--- config.mk ---
export PLATFORM = sky130hd
export DESIGN_NAME = hop_frame_deframer
export DESIGN_NICKNAME = d
export VERILOG_FILES = /design/src/rtl/hfd_pkg.sv /design/src/rtl/hop_frame_deframer.sv
export VERILOG_INCLUDE_DIRS = /design/src /design/src/rtl
export SDC_FILE = /design/constraint.sdc
export NUM_CORES = 1
export LEC_CHECK = 0
export BUFFER_PORTS_ARGS = -buffer_cell sky130_fd_sc_hd__buf_4
export CAP_MARGIN = 20
export CORE_ASPECT_RATIO = 0.5
export CORE_MARGIN = 2
export CORE_UTILIZATION = 50
export CTS_BUF_LIST = sky130_fd_sc_hd__clkbuf_4 sky130_fd_sc_hd__clkbuf_8
export CTS_CLUSTER_SIZE = 20
export DETAILED_ROUTE_END_ITERATION = 16
export PLACE_DENSITY = 0.75
export SLEW_MARGIN = 20
export SYNTH_ARGS = -nofsm -noshare
export SYNTH_HDL_FRONTEND = slang
export SYNTH_SLANG_ARGS = --single-unit
--- constraint.sdc ---
create_clock -name clk -period 9.1 [get_ports clk]
set_clock_uncertainty 0.05 [all_clocks]
set_input_delay 0 -clock clk [delete_from_list [all_inputs] [get_ports clk]]
set_output_delay 0 -clock clk [all_outputs]
set_load 0.02 [all_outputs]
--- src/rtl/hop_frame_deframer_macros.svh ---
// Assertion macros shared by the deframer RTL.
`ifndef HOP_FRAME_DEFRAMER_MACROS_SVH
`define HOP_FRAME_DEFRAMER_MACROS_SVH

// Same-cycle implication, disabled while reset is high.
`define HFD_ASSERT_IMP(label, clk, rst, ante, cons) \
  label: assert property (@(posedge clk) disable iff (rst) (ante) |-> (cons)) \
    else $error("deframer assertion failed");

// Next-cycle implication, disabled while reset is high.
`define HFD_ASSERT_NXT(label, clk, rst, ante, cons) \
  label: assert property (@(posedge clk) disable iff (rst) (ante) |=> (cons)) \
    else $error("deframer assertion failed");

`endif

--- src/rtl/hfd_pkg.sv ---
// Types, constants and the CRC function of the frame deframer.
package hfd_pkg;

  localparam int HEADER_BYTES = 32;
  localparam int CRC_BYTES    = 4;
  localparam logic [7:0]  MAGIC0      = 8'h45;
  localparam logic [7:0]  MAGIC1      = 8'h4C;
  localparam logic [7:0]  MAJOR_RESET = 8'd2;
  localparam logic [15:0] HEADER_LEN  = 16'd32;
  localparam logic [31:0] CRC_POLY    = 32'hEDB88320;
  localparam logic [3:0]  NO_FIELD    = 4'd15;

  // Header byte positions that carry a check or a stored field.
  localparam logic [4:0] POS_MAGIC0    = 5'd0;
  localparam logic [4:0] POS_MAGIC1    = 5'd1;
  localparam logic [4:0] POS_MAJOR     = 5'd2;
  localparam logic [4:0] POS_HDR_LEN   = 5'd11;
  localparam logic [4:0] POS_FRAG_IDX  = 5'd25;
  localparam logic [4:0] POS_FRAG_CNT  = 5'd27;
  localparam logic [4:0] POS_PAY_LEN   = 5'd29;
  localparam logic [4:0] POS_RESERVED  = 5'd31;

  // Byte lane of each header position inside its field.
  localparam logic [1:0] LANE_TAB [32] = '{
    2'd0, 2'd0, 2'd0, 2'd0, 2'd0, 2'd0, 2'd0, 2'd0,
    2'd0, 2'd1, 2'd0, 2'd1, 2'd0, 2'd1, 2'd2, 2'd3,
    2'd0, 2'd1, 2'd2, 2'd3, 2'd0, 2'd1, 2'd2, 2'd3,
    2'd0, 2'd1, 2'd0, 2'd1, 2'd0, 2'd1, 2'd0, 2'd1};

  // Reported field id for the position that completes a field.
  localparam logic [3:0] CODE_TAB [32] = '{
    4'd15, 4'd15, 4'd0,  4'd1,  4'd2,  4'd3,  4'd4,  4'd5,
    4'd15, 4'd6,  4'd15, 4'd15, 4'd15, 4'd15, 4'd15, 4'd7,
    4'd15, 4'd15, 4'd15, 4'd8,  4'd15, 4'd15, 4'd15, 4'd9,
    4'd15, 4'd10, 4'd15, 4'd11, 4'd15, 4'd12, 4'd15, 4'd15};

  typedef enum logic [1:0] {
    KIND_FIELD   = 2'd0,
    KIND_PAYLOAD = 2'd1,
    KIND_STATUS  = 2'd2
  } kind_t;

  typedef enum logic [2:0] {
    ST_OK        = 3'd0,
    ST_TOO_SHORT = 3'd1,
    ST_MAGIC     = 3'd2,
    ST_MAJOR     = 3'd3,
    ST_HDR_LEN   = 3'd4,
    ST_RESERVED  = 3'd5,
    ST_FRAGMENT  = 3'd6,
    ST_CRC       = 3'd7
  } status_t;

  typedef enum logic [1:0] {
    CRC_NONE     = 2'd0,
    CRC_MATCH    = 2'd1,
    CRC_MISMATCH = 2'd2
  } crc_check_t;

  typedef struct packed {
    logic [7:0] in_byte;
    logic       in_last;
  } in_t;

  typedef struct packed {
    kind_t       result_kind;
    logic [3:0]  field_code;
    logic [31:0] field_value;
    logic [7:0]  payload_byte;
    status_t     status;
    logic        frame_ok;
    logic        out_last;
  } out_t;

  // Reflected CRC-32 advanced by one byte.
  function automatic logic [31:0] crc_byte(input logic [31:0] crc, input logic [7:0] b);
    logic [31:0] c;
    c = crc ^ {24'd0, b};
    for (int i = 0; i < 8; i++) begin
      c = c[0] ? ((c >> 1) ^ CRC_POLY) : (c >> 1);
    end
    return c;
  endfunction

endpackage

--- src/rtl/hop_frame_deframer.sv ---
// Top level of the streaming length-prefixed frame deframer with CRC-32 check.
//
// The deframer takes one frame word (a byte plus a last flag) per clock and can accept a
// word in every cycle while the result queue has room. The 32-byte little-endian header
// is parsed on the fly: each completed header field comes out as a field result, payload
// bytes come out as payload results as they arrive, and the word flagged last produces a
// final status result with frame_ok. A reflected CRC-32 over header and payload is compared
// with the four bytes that follow the payload. All parsing is done in the cycle a word is
// accepted, and its results go into a four-entry result queue that parts the two sides;
// the input stalls only while fewer than two queue entries are free. The queue emits one
// result per cycle while result_stall is low; a last word that also carries a field or a
// payload byte yields two results. The configuration register expected_major (reset 2)
// may be written with cfg_write while the block is idle.
module hop_frame_deframer
  import hfd_pkg::*;
#(
  parameter int COUNT_BITS = 17
) (
  input  logic       clk,
  input  logic       rst,
  input  logic       cfg_write,
  input  logic [7:0] cfg_data,
  input  logic       byte_valid,
  output logic       byte_stall,
  input  in_t        byte_data,
  output logic       result_valid,
  input  logic       result_stall,
  output out_t       result_data
);

`include "hop_frame_deframer_macros.svh"

  // Width of the frame length, which may reach one past the saturated count.
  localparam int LW = (COUNT_BITS < 32) ? COUNT_BITS + 1 : 32;
  // Common width for comparing positions with the payload end.
  localparam int MW = (LW > 18) ? LW : 18;
  localparam logic [COUNT_BITS-1:0] COUNT_MAX = {COUNT_BITS{1'b1}};
  localparam int QDEPTH = 4;

  // Frame state.
  logic [7:0]            expected_major;
  logic [COUNT_BITS-1:0] byte_count, byte_count_next;
  logic [31:0]           field_shift, field_shift_next;
  logic [15:0]           payload_length_reg, payload_length_reg_next;
  logic [15:0]           fragment_index_reg, fragment_index_reg_next;
  logic [15:0]           fragment_count_reg, fragment_count_reg_next;
  logic [15:0]           header_length_reg, header_length_reg_next;
  status_t               first_error, first_error_next;
  logic [31:0]           crc_running, crc_running_next;
  logic [31:0]           received_crc, received_crc_next;
  crc_check_t            crc_checked, crc_checked_next;

  // Result queue.
  out_t       queue [QDEPTH];
  logic [1:0] head, tail;
  logic [2:0] count;

  logic       byte_acc, pop;
  logic       has_first;
  out_t       first_res, status_res;

  assign byte_stall   = (count > 3'd2);
  assign byte_acc     = byte_valid && !byte_stall;
  assign result_valid = (count != 3'd0);
  assign result_data  = queue[head];
  assign pop          = result_valid && !result_stall;

  always_comb begin
    logic [7:0]    b;
    logic [1:0]    lane;
    logic [4:0]    hpos;
    logic [31:0]   acc;
    logic [MW-1:0] pos_m, end_old, end_new;
    logic [MW-1:0] len_m;
    logic [LW-1:0] len;
    logic [MW-1:0] k_full;
    logic [1:0]    k;
    status_t       st;

    b    = byte_data.in_byte;
    hpos = byte_count[4:0];
    lane = LANE_TAB[hpos];
    acc  = ((lane != 2'd0) ? field_shift : 32'd0) | ({24'd0, b} << {lane, 3'b000});
    pos_m   = MW'(byte_count);
    end_old = MW'(HEADER_BYTES) + MW'(payload_length_reg);
    k_full  = pos_m - end_old;
    k       = k_full[1:0];

    byte_count_next         = (byte_count < COUNT_MAX) ? byte_count + 1'b1 : byte_count;
    field_shift_next        = field_shift;
    payload_length_reg_next = payload_length_reg;
    fragment_index_reg_next = fragment_index_reg;
    fragment_count_reg_next = fragment_count_reg;
    header_length_reg_next  = header_length_reg;
    first_error_next        = first_error;
    crc_running_next        = crc_running;
    received_crc_next       = received_crc;
    crc_checked_next        = crc_checked;

    has_first = 1'b0;
    first_res = '0;

    if (pos_m < MW'(HEADER_BYTES)) begin
      field_shift_next = acc;
      crc_running_next = crc_byte(crc_running, b);
      if (hpos == POS_MAGIC0 && b != MAGIC0 && first_error_next == ST_OK) begin
        first_error_next = ST_MAGIC;
      end
      if (hpos == POS_MAGIC1 && b != MAGIC1 && first_error_next == ST_OK) begin
        first_error_next = ST_MAGIC;
      end
      if (hpos == POS_MAJOR && b != expected_major && first_error_next == ST_OK) begin
        first_error_next = ST_MAJOR;
      end
      if (hpos == POS_HDR_LEN) begin
        header_length_reg_next = acc[15:0];
        if (acc[15:0] != HEADER_LEN && first_error_next == ST_OK) begin
          first_error_next = ST_HDR_LEN;
        end
      end
      if (hpos == POS_FRAG_IDX) begin
        fragment_index_reg_next = acc[15:0];
      end
      if (hpos == POS_FRAG_CNT) begin
        fragment_count_reg_next = acc[15:0];
      end
      if (hpos == POS_PAY_LEN) begin
        payload_length_reg_next = acc[15:0];
      end
      if (hpos == POS_RESERVED) begin
        if (acc[15:0] != 16'd0 && first_error_next == ST_OK) begin
          first_error_next = ST_RESERVED;
        end
        if ((fragment_count_reg == 16'd0 || fragment_index_reg >= fragment_count_reg) &&
            first_error_next == ST_OK) begin
          first_error_next = ST_FRAGMENT;
        end
      end
      if (CODE_TAB[hpos] != NO_FIELD) begin
        has_first             = 1'b1;
        first_res.result_kind = KIND_FIELD;
        first_res.field_code  = CODE_TAB[hpos];
        first_res.field_value = acc;
        first_res.status      = ST_OK;
      end
    end else if (pos_m < end_old) begin
      crc_running_next       = crc_byte(crc_running, b);
      has_first              = 1'b1;
      first_res.result_kind  = KIND_PAYLOAD;
      first_res.payload_byte = b;
      first_res.status       = ST_OK;
    end else if (pos_m < end_old + MW'(CRC_BYTES)) begin
      received_crc_next = received_crc | ({24'd0, b} << {k, 3'b000});
      if (k == 2'd3) begin
        crc_checked_next = (received_crc_next == ~crc_running) ? CRC_MATCH : CRC_MISMATCH;
      end
    end

    // Final status, from the state as this word leaves it.
    len     = LW'(byte_count) + 1'b1;
    len_m   = MW'(len);
    end_new = MW'(HEADER_BYTES) + MW'(payload_length_reg_next);
    if (len_m < MW'(HEADER_BYTES + CRC_BYTES)) begin
      st = ST_TOO_SHORT;
    end else if (first_error_next != ST_OK) begin
      st = first_error_next;
    end else if (len_m < end_new + MW'(CRC_BYTES)) begin
      st = ST_TOO_SHORT;
    end else if (crc_checked_next == CRC_MISMATCH) begin
      st = ST_CRC;
    end else begin
      st = ST_OK;
    end
    status_res             = '0;
    status_res.result_kind = KIND_STATUS;
    status_res.status      = st;
    status_res.frame_ok    = (st == ST_OK);
    status_res.out_last    = 1'b1;

    // The last word returns the whole frame state to its reset value.
    if (byte_data.in_last) begin
      byte_count_next         = '0;
      field_shift_next        = '0;
      payload_length_reg_next = '0;
      fragment_index_reg_next = '0;
      fragment_count_reg_next = '0;
      header_length_reg_next  = '0;
      first_error_next        = ST_OK;
      crc_running_next        = '1;
      received_crc_next       = '0;
      crc_checked_next        = CRC_NONE;
    end
  end

  always_ff @(posedge clk) begin
    if (rst) begin
      expected_major <= MAJOR_RESET;
    end else if (cfg_write) begin
      expected_major <= cfg_data;
    end
  end

  always_ff @(posedge clk) begin
    if (rst) begin
      byte_count         <= '0;
      field_shift        <= '0;
      payload_length_reg <= '0;
      fragment_index_reg <= '0;
      fragment_count_reg <= '0;
      header_length_reg  <= '0;
      first_error        <= ST_OK;
      crc_running        <= '1;
      received_crc       <= '0;
      crc_checked        <= CRC_NONE;
    end else if (byte_acc) begin
      byte_count         <= byte_count_next;
      field_shift        <= field_shift_next;
      payload_length_reg <= payload_length_reg_next;
      fragment_index_reg <= fragment_index_reg_next;
      fragment_count_reg <= fragment_count_reg_next;
      header_length_reg  <= header_length_reg_next;
      first_error        <= first_error_next;
      crc_running        <= crc_running_next;
      received_crc       <= received_crc_next;
      crc_checked        <= crc_checked_next;
    end
  end

  // Queue writes: the field or payload result first, then the status behind it.
  always_ff @(posedge clk) begin
    if (byte_acc) begin
      if (has_first) begin
        queue[tail] <= first_res;
        if (byte_data.in_last) begin
          queue[tail + 2'd1] <= status_res;
        end
      end else if (byte_data.in_last) begin
        queue[tail] <= status_res;
      end
    end
  end

  always_ff @(posedge clk) begin
    logic [2:0] pushed;
    pushed = byte_acc ? (3'(has_first) + 3'(byte_data.in_last)) : 3'd0;
    if (rst) begin
      head  <= '0;
      tail  <= '0;
      count <= '0;
    end else begin
      tail  <= tail + pushed[1:0];
      head  <= head + 2'(pop);
      count <= count + pushed - 3'(pop);
    end
  end

  `HFD_ASSERT_IMP(a_queue_bound, clk, rst, 1'b1, count <= 3'(QDEPTH))
  `HFD_ASSERT_NXT(a_frame_restart, clk, rst, byte_acc && byte_data.in_last,
                  byte_count == '0 && crc_running == '1 && first_error == ST_OK)
  `HFD_ASSERT_NXT(a_count_saturates, clk, rst,
                  byte_acc && !byte_data.in_last && byte_count == COUNT_MAX,
                  byte_count == COUNT_MAX)
  `HFD_ASSERT_IMP(a_status_marks_end, clk, rst, result_valid,
                  (result_data.result_kind == KIND_STATUS) == result_data.out_last)

endmodule
### Word level (Yosys, flattened, before mapping)

Memory sizes are Yosys's and may differ from the RTL's. A register that Yosys moved wholly into a read port is not among the register bits.
Cells that the tools add are included.

| word-level totals | value |
|---|---|
| memory bits (writable) | 204 |
| memories kept | 3 |
| flip-flop bits (word level) | 181 |
| bits in read-only memories | 192 |

| operators by class | value |
|---|---|
| bitwise operators | 14 |
| multiplexer cells | 82 |
| reductions and logical operators | 39 |
| equality and inequality tests | 17 |
| $add $sub $neg | 13 |
| shift-type cells | 2 |
| magnitude comparators | 9 |

Memory list:

| name | words | width | read ports | clocked after memory_dff | wr ports | RTL line | source |
|---|---|---|---|---|---|---|---|
| queue | 4 | 51 | 1 | 1 | 2 | hop_frame_deframer.sv:54 | `out_t queue [QDEPTH];` |
| (name not given) | 32 | 4 | 1 | 0 | 0 | hop_frame_deframer.sv:142 | `first_res.field_code = CODE_TAB[hpos];` |
| (name not given) | 32 | 2 | 1 | 0 | 0 | hop_frame_deframer.sv:82 | `lane = LANE_TAB[hpos];` |

Operators with widths:

| operator | number |
|---|---|
| 2-to-1 mux 32 bit | 18 |
| 2-to-1 mux 16 bit | 9 |
| inverter 13 -> 14 bit | 8 |
| 2-to-1 mux 36 bit | 2 |
| bitwise OR 32 bit | 2 |
| left shift 8 x 5 -> 32 bit | 2 |
| 2-to-1 mux 3 bit | 21 |
| 2-to-1 mux 51 bit | 1 |
| adder 17 x 3 -> 18 bit (second input constant) | 2 |
| adder 6 x 16 -> 17 bit (first input constant) | 2 |
| 2-to-1 mux 17 bit | 2 |
| == test 32 bit | 1 |
| inverter 32 bit | 1 |
| XOR 32 x 8 -> 32 bit | 1 |
| 2-to-1 mux 2 bit | 11 |
| zero test 3 bit | 7 |
| == test 5 bit (second input constant) | 4 |
| adder 17 x 1 -> 18 bit (second input constant) | 1 |
| < comparator 17 x 18 -> 1 bit | 1 |
| < comparator 18 bit | 1 |
| < comparator 18 x 6 -> 1 bit (second input constant) | 1 |
| adder 17 x 1 -> 17 bit (second input constant) | 1 |
| < comparator 17 bit | 1 |
| < comparator 17 bit (second input constant) | 1 |
| other kinds (37) | 75 |

### Logic depth before layout (Yosys ltp)

Gate-level depths: netlist (run 1).

| depth | value |
|---|---|
| depth in word-level cells | 33 |
| mapped depth | 22 |
| depth with buffers taken out | 21 |

### Worst setup path after synthesis (run 1)

OpenSTA, ideal clock, no wires.

| path | value |
|---|---|
| kind | flip-flop to flip-flop |
| start point | reg payload_length_reg[5] |
| end point | mem queue[0][7] in the netlist's numbering |
| arrival time | 4449 ps |
| data required time | 8913 ps |
| path buffers | 4 |
| path slack | 4463 ps |
| cell stages (with the launch flop) | 22 |
| path through | dfxtp_1 ha_1 nand2_1 nor2_1 nand2_1 xor2_1 ha_1 and4_1 nand4_1 a2111o_1 and4_1 buf_2 or2_2 inv_1 ha_1 clkbuf_1 nand2_1 and2_1 clkbuf_1 buf_1 nand3_1 a21oi_1 |

RTL lines:

| element | RTL line | source |
|---|---|---|
| start, declared | hop_frame_deframer.sv:44 | `logic [15:0] payload_length_reg, payload_length_reg_next;` |
| start signal, assigned | hop_frame_deframer.sv:218 | `payload_length_reg <= payload_length_reg_next;` |
| end, declared | hop_frame_deframer.sv:54 |  |

==> summary.txt, run 1 <==
Final layout
  – Final Cell Area: between 0.02 and 0.025 mm2
  – Area grow syn2layout: 10.9%
  – Top reg by flops: queue
  – Max reg flops: 200
  – Ant diodes: 0
  – Proportion of layout cells with a drive suffix above 1: 12.1%
  – Non-filler cells, final: approximately 3000
  – Final nets: between 2000 and 3000

Timing
  – Final WS setup: between 2 and 3 ns
  – Slew headroom: 26.0%
  – RSZ-0062 raised after global routing: false
  – Min Clock Period, post-route: 6.50 ns
  – # setup viols final: 0
  – Fmax: 154 MHz
  – Final Cycle Share: between 70% and 80%
  – Post-route setup TNS: 0 ns
  – Max Slew Vio Count: 0
  – Final hold vios: 0
  – Slew @ Worst Pin: ~1.1 ns

Synthesis
  – YS warnings: 0
  – Dominant cells by area after synthesis: dfxtp_1 (36%), nor2_1 (6.2%), nand2_1 (6.1%)
  – Simple-gate portion of the synthesized area: a little over a fifth
  – Synth Cell Area: 0.0206 mm2
  – Multiplexer area fraction after synthesis: ~8.5%
  – Cell with the most instances after synthesis: dfxtp_1
  – Synth top area share: between 30% and 40%
  – Top FF cell, synth: dfxtp_1
  – Largest family of logic cells by synthesized area: simple AND/OR/NAND/NOR gates
  – Adder-cell share of the synthesized area: under 10%
  – Synth top cells by count: dfxtp_1 (365), nor2_1 (342), nand2_1 (335), a21oi_1 (222), clkbuf_1 (111)
  – Post-Syn Nets: between 2000 and 3000
  – Synth Instances: 2438
  – Yosys cell types: 90
  – Syn Area/Cell: approximately 8.4 um2
  – FF+latch count, synth: about 380
  – Post-synth top area cell: dfxtp_1
  – Synth Area in XOR/XNOR: under 10%
  – Fraction of registers with async set/reset: 0%
  – Synth Area in Compound Gates: roughly 16%
  – Post-synth EDFFs: 16
  – Seq/Total Area, Yosys: between 30% and 40%

Placement
  – DP Wirelength: 38100 um
  – Inst Count DP: just under 3000
  – Last weighted congestion value of the routability-driven placer: 0.934
  – DP Area: ~0.021 mm2
  – Place WS: roughly 2.8 ns
  – IO Port Bufs: 74

Worst setup path
  – CP Capture Type: register
  – Critical Path AT: 6.91 ns
  – CP Class: register to register
  – Crit start category: register
  – R2R Setup Slk: about 2.6 ns
  – Worst-path maximum fanout: 24
  – Critical Path RT: between 9 and 10 ns

Floorplanning
  – Initial Util: between 50% and 60%
  – Area of the die: around 0.043 mm2
  – DIE HEIGHT: 147 um
  – # IOs: 75
  – Row count: 52
  – Core ar.: 0.0405 mm2
  – Die width: between 200 and 300 um

Global route
  – Vias in the first global route: 17500
  – GRT Total Usage: around 28%
  – Initial antenna violation count: 0
  – Largest net degree at the start of global routing: 90
  – First-pass GRT wire length: about 96000 um
  – Gr ovfl total: 0

Drt
  – Avg WL per Cell: 20.0 um
  – Initial DRC count: around 2000
  – First-pass detailed-route iteration total: 7
  – Via Count: ~18000
  – DRC: 0
  – Routed Antenna Nets: 0
  – Final wirelength: between 60000 and 70000 um
  – Vias/cell: 6.10

Clock tree
  – Cts bufs inserted: 54
  – Worst-path clk slew: 0.07 ns
  – CTS tree: built
  – Clock Sinks: 381
  – Clk buf depth: 3
  – CTS root buffer: clkbuf_8
  – Post-cts gate resize count: 0
  – Clock Latency Late Sink: 0.64 ns
  – Clock H-tree levels: 2

Pwr
  – Reg power frac: 42.3%
  – Net Sw Frac: 32.7%
  – Clock Power Share: around a third
  – Sw Pwr: between 1000 and 1500 uW
  – Comb power frac: approximately 25%
  – Total power: 4390 uW
  – PD cells: roughly 190 mW/mm2
  – LEAKAGE: ~0.0086 uW
  – Worst IR drop on VDD: roughly 130 uV
  – Pint: between 2000 and 3000 uW

Outcome
  – Status: completed

Flow run
  – Max_cap viols: 0

Worst hold path
  – Min-delay worst type: input port to register
final timing paths:
path | start | depth (start not counted) | end
max | byte_count[4] | 17 | queue[0][4]
min | cfg_write | 4 | expected_major[1]
max reg2reg | byte_count[4] | 17 | queue[0][4]
min reg2reg | queue[0][0] | 2 | queue[0][0]
cell type report:
| cell class | count | area, um2 |
|---|---|---|
| Fill cell | 3602 | 17700 |
| Multi-Input combinational cell | 1833 | 11900 |
| Sequential cell | 381 | 7790 |
| Timing Repair Buffer | 136 | 1110 |
| Clock buffer | 85 | 1070 |
| Tap cell | 540 | 676 |
| Inverter | 48 | 180 |
| Clock inverter | 10 | 76.3 |
through the flow:
stage,hold slack (ns),util [%]
final,0.273,56.3
after global routing,0.294,56.3
after detailed placement,0.192,52.6
after floorplan,0.0789,-
after global placement,0.175,52.6
after CTS,0.223,56.3
placed cells by master (no fill, tap or decap), types with 18 or more instances in the layout:
cell / count
a211oi_1: 18
a21oi_1: 220
a22oi_1: 91
buf_4: 100
clkbuf_8: 69
dfxtp_1: 363
dlygate4sd3_1: 36
ha_1: 85
inv_1: 47
mux2i_1: 54
mux4_2: 50
nand2_1: 334
nand3_1: 102
nand4_1: 18
nor2_1: 336
nor3_1: 37
nor4_1: 25
o21ai_0: 55
xnor2_1: 90
xor2_1: 44
critical path, cell delays in order (launching register included):
cell and delay [ns]:
dfxtp_1 0.99, nand3b_1 0.26, and3_1 0.73, mux2i_1 0.70, o21ai_0 0.35, and3_1 0.27
o21ai_1 0.40, nor3_1 0.11, xor2_1 0.17, ha_1 0.32, and4_1 0.23, nand2_1 0.06
a311oi_1 0.26, o41ai_1 0.16, a31o_1 0.24, a211oi_1 0.52, a31oi_1 0.28, nor3b_1 0.25
cell families after synthesis:
kind of cell,count (synthesis)
xor gates and xnor gates,137
AOI/OAI and AO/OA,520
adders and majority gates,87
muxes,111
buffers and inverters,224
and+or+nand+nor,978
DFF,381
metal layers:
metal  GRT usage (%)  up-vias  part of all wire (%)
li1                -     8646                     -
met1            37.3     8849                    43
met2            44.7      840                    45
met3            5.19      158                   9.0
met4            8.96        0                   2.8
met5               0        -                     0
power by group through the flow:
stage | registers (uW) | logic (uW) | clock network (uW)
2_1_floorplan | 1850 | 819 | 0
3_3_place_gp | 1890 | 1050 | 0
3_5_place_dp | 1890 | 1060 | 0
4_1_cts | 1850 | 1080 | 1450
5_1_grt | 1870 | 1180 | 1530
6_report | 1860 | 1100 | 1440
timing repair:
action,in CTS,in global routing
setup buffers,0,0
hold endpoints to repair,126,0
hold buffers,36,0
(Power assumes the default switching activity.)
==> run 2, diff against run 1 <==
Settings changed: PLACE_DENSITY 0.75 to 0.77.
Clock period 9.1 ns to 5.35 ns, I/O delays scaled along.
==> run 2 against run 1 <==
Net effect:
- core utilization increased by 1.0 points
- non-clock buffer count is 43 higher
- via count rose by 1.7%
- worst hold slack gained 0.022 ns
- flip-flop and latch count unchanged
- routed wire length rose by 1.9%
- register-to-register slack got worse by 2.3 ns
- clock power rose by 75%
- combinational power is 71% higher
- global-route usage is 0.57 points higher
- largest power group unchanged
- die area unchanged
==> summary.txt, run 2 (synthesized netlist as in run 1, its figures left out) <==
Final layout
  – Area grow syn2layout: 12.9%
  – Proportion of layout cells with a drive suffix above 1: 14.1% (+2.0 points)
  – FILL cells: 3468 (-3.7%)
  – Most frequent cells in the layout: dfxtp_1 (361), nor2_1 (336), nand2_1 (335)
  – Most common cell after layout, fill and taps aside: dfxtp_1
  – Top reg by flops: queue
  – Max reg flops: 200 (unchanged)
  – Final Cell Area: 0.0232 mm2 (+1.8%)
  – Final nets: 2606 (+1.7%)
  – Area of the multi-input gates: 0.0119 mm2 (about the same)
  – Ant diodes: 0 (unchanged)
  – Reg area: 0.00779 mm2 (about the same)

Timing
  – Min Clock Period, post-route: 5.00 ns (-1.50 ns)
  – Final Cycle Share: 93.4% (+22 points)
  – Slew @ Worst Pin: 1.02 ns (-0.0590 ns)
  – Final hold vios: 0 (unchanged)
  – RSZ-0062 raised after global routing: false
  – # setup viols final: 0 (unchanged)
  – Slew headroom: 31.4% (+5.4 points)
  – Fmax: 200 MHz (+30%)
  – Max Slew Vio Count: 0 (unchanged)
  – Post-route setup TNS: 0 ns (unchanged)

Pwr
  – LEAKAGE: 0.00884 uW (+2.9%)
  – Worst IR drop on VDD: 233 uV (+79%)
  – PD cells: 326 mW/mm2 (+69%)

Global route
  – Vias in the first global route: 17800 (+1.6%)
  – First-pass GRT wire length: 97800 um (+2.1%)
  – GRT Total Usage: 28.1% (+0.57 points)
  – Initial antenna violation count: 0 (unchanged)
  – Gr ovfl total: 0 (unchanged)
  – Largest net degree at the start of global routing: 101 (+12%)

Worst setup path
  – Delay-heaviest family, CP: compound AO/OA/AOI/OAI gates
  – CP Capture Type: register
  – Worst Path Buf+Inv: 4 (+4)
  – Crit start category: register
  – CP Class: register to register
  – Critical Path RT: 5.78 ns (-3.74 ns)
  – Critical Path AT: 5.43 ns (-1.48 ns)
  – Critical Path Most Common Cell: buf_4
  – Critical-path cell list: inv_1, ha_1, and4_2, nand4_4, buf_4, o21ai_1, o21ai_1, buf_4, nor4_2, xor2_1, ha_1, nand2_1, o21ai_0, a41oi_1, o21a_1, a31oi_1, o2111ai_1, nor4_1, buf_4, nor2b_1
  – Worst path max stage delay: 0.36 ns (-0.63 ns)
  – Worst-path maximum fanout: 25 (+4.2%)
  – Slowest cell on the critical path: dfxtp_1

Clock tree
  – CTS tree: built
  – Setup Buffers After CTS: 0 (unchanged)
  – Cts bufs inserted: 54 (unchanged)
  – Clock H-tree levels: 2 (unchanged)
  – CTS root buffer: clkbuf_8
  – Clk buf depth: 3 (unchanged)
  – Worst-path clk slew: 0.06 ns (about the same)
  – Clock Latency Late Sink: 0.63 ns (about the same)
  – Clock Sinks: 381 (unchanged)

Floorplanning
  – Initial Util: 50.8% (unchanged)
  – Die width: 291 um (unchanged)
  – # IOs: 75 (unchanged)
  – Row count: 52 (unchanged)
  – DIE HEIGHT: 147 um (unchanged)
  – Area of the die: 0.0429 mm2 (unchanged)
  – Core ar.: 0.0405 mm2 (unchanged)

Drt
  – First-pass detailed-route iteration total: 6 (-1)
  – Via Count: 18800 (+1.7%)
  – Routed Antenna Nets: 0 (unchanged)
  – Final wirelength: 61700 um (+1.9%)
  – DRC: 0 (unchanged)
  – Initial DRC count: 2171 (+8.4%)
  – Avg WL per Cell: 20.1 um (+0.42%)
  – Vias/cell: 6.11 (+0.22%)

Placement
  – IO Port Bufs: 74 (unchanged)
  – DP Area: 0.0217 mm2 (+1.8%)
  – Last weighted congestion value of the routability-driven placer: 0.947 (+1.4%)
  – DP Wirelength: 39400 um (+3.3%)

Outcome
  – Status: completed

Worst hold path
  – Min-delay worst type: input port to register

Flow run
  – Max_cap viols: 0 (unchanged)
==> run 2: changes by cell type in the layout (fill, tap and decap cells not counted), sizes merged <==
| cell | change |
|---|---|
| clkbuf | +3 |
| inv | -1 |
| buf | +51 |
| clkinvlp | -2 |
| bufinv | +2 |
| dlygate4sd3 | -8 |
==> run 2: stage by stage <==
| stage | setup WS, ns | total power (uW) | std cells | utilization, % | hold slack [ns] |
|---|---|---|---|---|---|
| floorplan | 0.713 | 4540 | 2438 | - | 0.0789 |
| global placement | 0.368 | 5020 | 2951 | 53.6 | 0.182 |
| detailed placement | 0.286 | 5030 | 2951 | 53.6 | 0.175 |
| CTS | 0.213 | 7540 | 3076 | 57.2 | 0.241 |
| global route | 0.00423 | 7860 | 3078 | 57.4 | 0.323 |
| finish | 0.351 | 7560 | 3078 | 57.4 | 0.295 |
==> run 2: what timing repair did <==
item	CTS	global route
hold buffers	28	0
gates resized for setup	0	5
setup endpoints to repair	0	121
hold endpoints to repair	142	0
==> run 2: worst paths after layout <==
path,startpoint,endpoint,slack (ns),cells past startpoint
setup reg to reg,byte_count[1],queue[0][1],0.35,20
hold reg to reg,queue[0][0],queue[0][0],0.40,2
hold / removal,cfg_write,expected_major[1],0.29,4
setup / recovery,byte_count[1],queue[0][1],0.35,20
==> run 2: metal layers <==
metal / GRT usage, % / wire, um / up-vias
li1: - / - / 8714
met1: 38.2 / 25700 / 8928
met2: 44.6 / 27500 / 996
met3: 4.99 / 6250 / 171
met4: 11.3 / 2310 / 0
met5: 0 / 0 / -
==> run 2: cell type report <==
type / count / area share, %
Sequential cell: 381 / 33.6
Tap cell: 540 / 2.91
Clock buffer: 88 / 4.62
Inverter: 48 / 0.776
Clock inverter: 9 / 0.474
Timing Repair Buffer: 179 / 6.37
Multi-Input combinational cell: 1833 / 51.3
==> run 2: worst min-delay path, stage by stage <==
cell and delay [ns]:
buf_4 0.18, mux2i_1 0.09, dlygate4sd3_1 0.56, nand2_1 0.06
==> run 2: power breakdown <==
group          total, uW  switching, uW  internal (uW)
Sequential          3160            162           3000
Combinational       1880           1110            765
Clock               2520           1150           1370
Total               7560           2430           5140
==> run 3, diff against run 2 <==
Settings changed: PLACE_DENSITY 0.77 to 0.75.
Clock period 5.35 ns to 5.9 ns, I/O delays scaled along.
==> run 3 against run 2 <==
Net effect:
- final cell count decreased by 0.52%
- cell area decreased by 0.66%
- clock power decreased by 7%
- routed wire length decreased by 0.36%
- sequential share of layout area increased by 0.21 points
- highest routed layer unchanged
==> summary.txt, run 3 (synthesized netlist as in run 1, its figures left out) <==
Placement
  – Last weighted congestion value of the routability-driven placer: 0.956 (+0.94%)
  – DP Wirelength: 39700 um (+0.79%)
  – Place WS: 0.587 ns (+0.301 ns)
  – Inst Count DP: 2930 (-0.71%)
  – DP Area: 0.0215 mm2 (-0.84%)
  – IO Port Bufs: 74 (unchanged)

Global route
  – Largest net degree at the start of global routing: 79 (-22%)
  – GRT Total Usage: 28.1% (about the same)
  – Initial antenna violation count: 1 (+1)
  – Gr ovfl total: 0 (unchanged)
  – First-pass GRT wire length: 97200 um (-0.61%)
  – Vias in the first global route: 17900 (+0.27%)

Worst setup path
  – Critical Path AT: 5.88 ns (+0.45 ns)
  – Critical Path RT: 6.36 ns (+0.58 ns)
  – Worst-path maximum fanout: 35 (+40%)
  – CP Class: register to register
  – FF-to-FF path depth: 17 (-15%)
  – CP Capture Type: register
  – Worst r2r src: byte_count[0]
  – Crit start category: register
  – R2R Path End: queue[2][1]
  – R2R Setup Slk: 0.48 ns (+0.13 ns)

Clock tree
  – Post-cts gate resize count: 0 (unchanged)
  – CTS tree: built
  – Clock Sinks: 381 (unchanged)
  – Clk buf depth: 3 (unchanged)
  – Worst-path clk slew: 0.07 ns (about the same)
  – Cts bufs inserted: 55 (+1.9%)
  – Clock H-tree levels: 2 (unchanged)
  – Setup Buffers After CTS: 0 (unchanged)
  – # hold bufs at CTS: 32 (+14%)
  – CTS root buffer: clkbuf_8
  – Clock Latency Late Sink: 0.65 ns (+0.02 ns)

Drt
  – First-pass detailed-route iteration total: 6 (unchanged)
  – Final wirelength: 61500 um (-0.36%)
  – Avg WL per Cell: 20.1 um (+0.16%)
  – Via Count: 18800 (-0.26%)
  – Vias/cell: 6.13 (+0.27%)
  – Initial DRC count: 2098 (-3.4%)
  – DRC: 0 (unchanged)
  – Routed Antenna Nets: 0 (unchanged)

Pwr
  – LEAKAGE: 0.00873 uW (-1.2%)
  – Total power: 6930 uW (-8.4%)
  – Worst IR drop on VDD: 187 uV (-20%)
  – PD cells: 300 mW/mm2 (-7.8%)

Timing
  – Post-route setup TNS: 0 ns (unchanged)
  – Fmax: 185 MHz (-7.8%)
  – RSZ-0062 raised after global routing: false
  – Final Cycle Share: 91.9% (-1.6 points)
  – Slew @ Worst Pin: 1.12 ns (+0.103 ns)
  – Min Clock Period, post-route: 5.42 ns (+0.421 ns)
  – Final WS setup: 0.480 ns (+0.129 ns)
  – Max Slew Vio Count: 0 (unchanged)
  – # setup viols final: 0 (unchanged)
  – Final hold vios: 0 (unchanged)
  – Slew headroom: 25.1% (-6.3 points)

Flow run
  – Max_cap viols: 0 (unchanged)

Final layout
  – Max reg flops: 200 (unchanged)
  – Top reg by flops: queue
  – Proportion of layout cells with a drive suffix above 1: 13.2% (-0.90 points)
  – Most common cell after layout, fill and taps aside: dfxtp_1
  – Final nets: 2588 (-0.69%)
  – Non-filler cells, final: 3062 (-0.52%)
  – Final Cell Area: 0.0231 mm2 (-0.66%)
  – Area grow syn2layout: 12.1%
  – Most frequent cells in the layout: dfxtp_1 (363), nor2_1 (336), nand2_1 (335)

Worst hold path
  – Min-delay src: cfg_write
  – Hold path depth: 4 (unchanged)
  – Min-delay worst type: input port to register
  – Worst Hold End: expected_major[1]

Floorplanning
  – Core ar.: 0.0405 mm2 (unchanged)
  – # IOs: 75 (unchanged)
  – Area of the die: 0.0429 mm2 (unchanged)
  – Initial Util: 50.8% (unchanged)
  – Die width: 291 um (unchanged)
  – DIE HEIGHT: 147 um (unchanged)
  – Row count: 52 (unchanged)

Outcome
  – Status: completed
## run 3: worst max-delay path, cell delays in order, from the launching register on
cell and delay, ns:
dfxtp_1 0.61, ha_1 0.29, and4_2 0.32, nand4_4 0.40, o21ai_0 0.54, and3_1 0.27
o21ai_1 0.18, nor3_1 0.24, xor2_1 0.10, ha_1 0.32, and4_1 0.22, nand2_1 0.06
a311oi_1 0.25, o41ai_1 0.14, a31oi_1 0.33, o2111ai_1 0.21, nor4_1 0.49, and2_1 0.22
## run 3: worst max path at each step
stage,end,startpoint,slack [ns]
global placement,queue[3][11],payload_length_reg[5],0.75
finish,queue[2][1],byte_count[0],0.48
CTS,queue[2][1],byte_count[0],0.56
detailed placement,queue[0][4],byte_count[0],0.59
global route,queue[0][4],byte_count[0],0.04
floorplan,queue[0][7],payload_length_reg[5],1.26
## run 3: layer usage
metal,up-vias,routed length (um),global-route usage (%)
met5,-,0,0
met4,0,1740,9.84
met3,166,5440,4.51
met2,946,28400,45.9
met1,8975,26000,38.0
li1,8674,-,-
## run 3: area by class of cell
| class | count | area, um2 |
|---|---|---|
| antenna | 1 | 2.50 |
| clock buffer | 85 | 1090 |
| clock inverter | 14 | 151 |
| fill | 3575 | 17400 |
| inverter | 48 | 180 |
| multi-input combinational | 1833 | 11900 |
| sequential | 381 | 7790 |
| tap | 540 | 676 |
| timing repair buffer | 160 | 1280 |
## run 3: per-stage QoR
| stage | utilization, % | hold slack [ns] |
|---|---|---|
| after detailed placement | 53.1 | 0.183 |
| after floorplan | - | 0.0789 |
| after global placement | 53.1 | 0.183 |
| final | 57.0 | 0.281 |
| after global routing | 57.0 | 0.274 |
| after CTS | 57.0 | 0.215 |
## run 3: power by group
part / switching (uW) / internal [uW] / leakage (uW) / total [uW]
Sequential: 161 / 2720 / 0.00311 / 2880
Clock: 1080 / 1270 / 0.000646 / 2350
Combinational: 1010 / 685 / 0.00498 / 1690
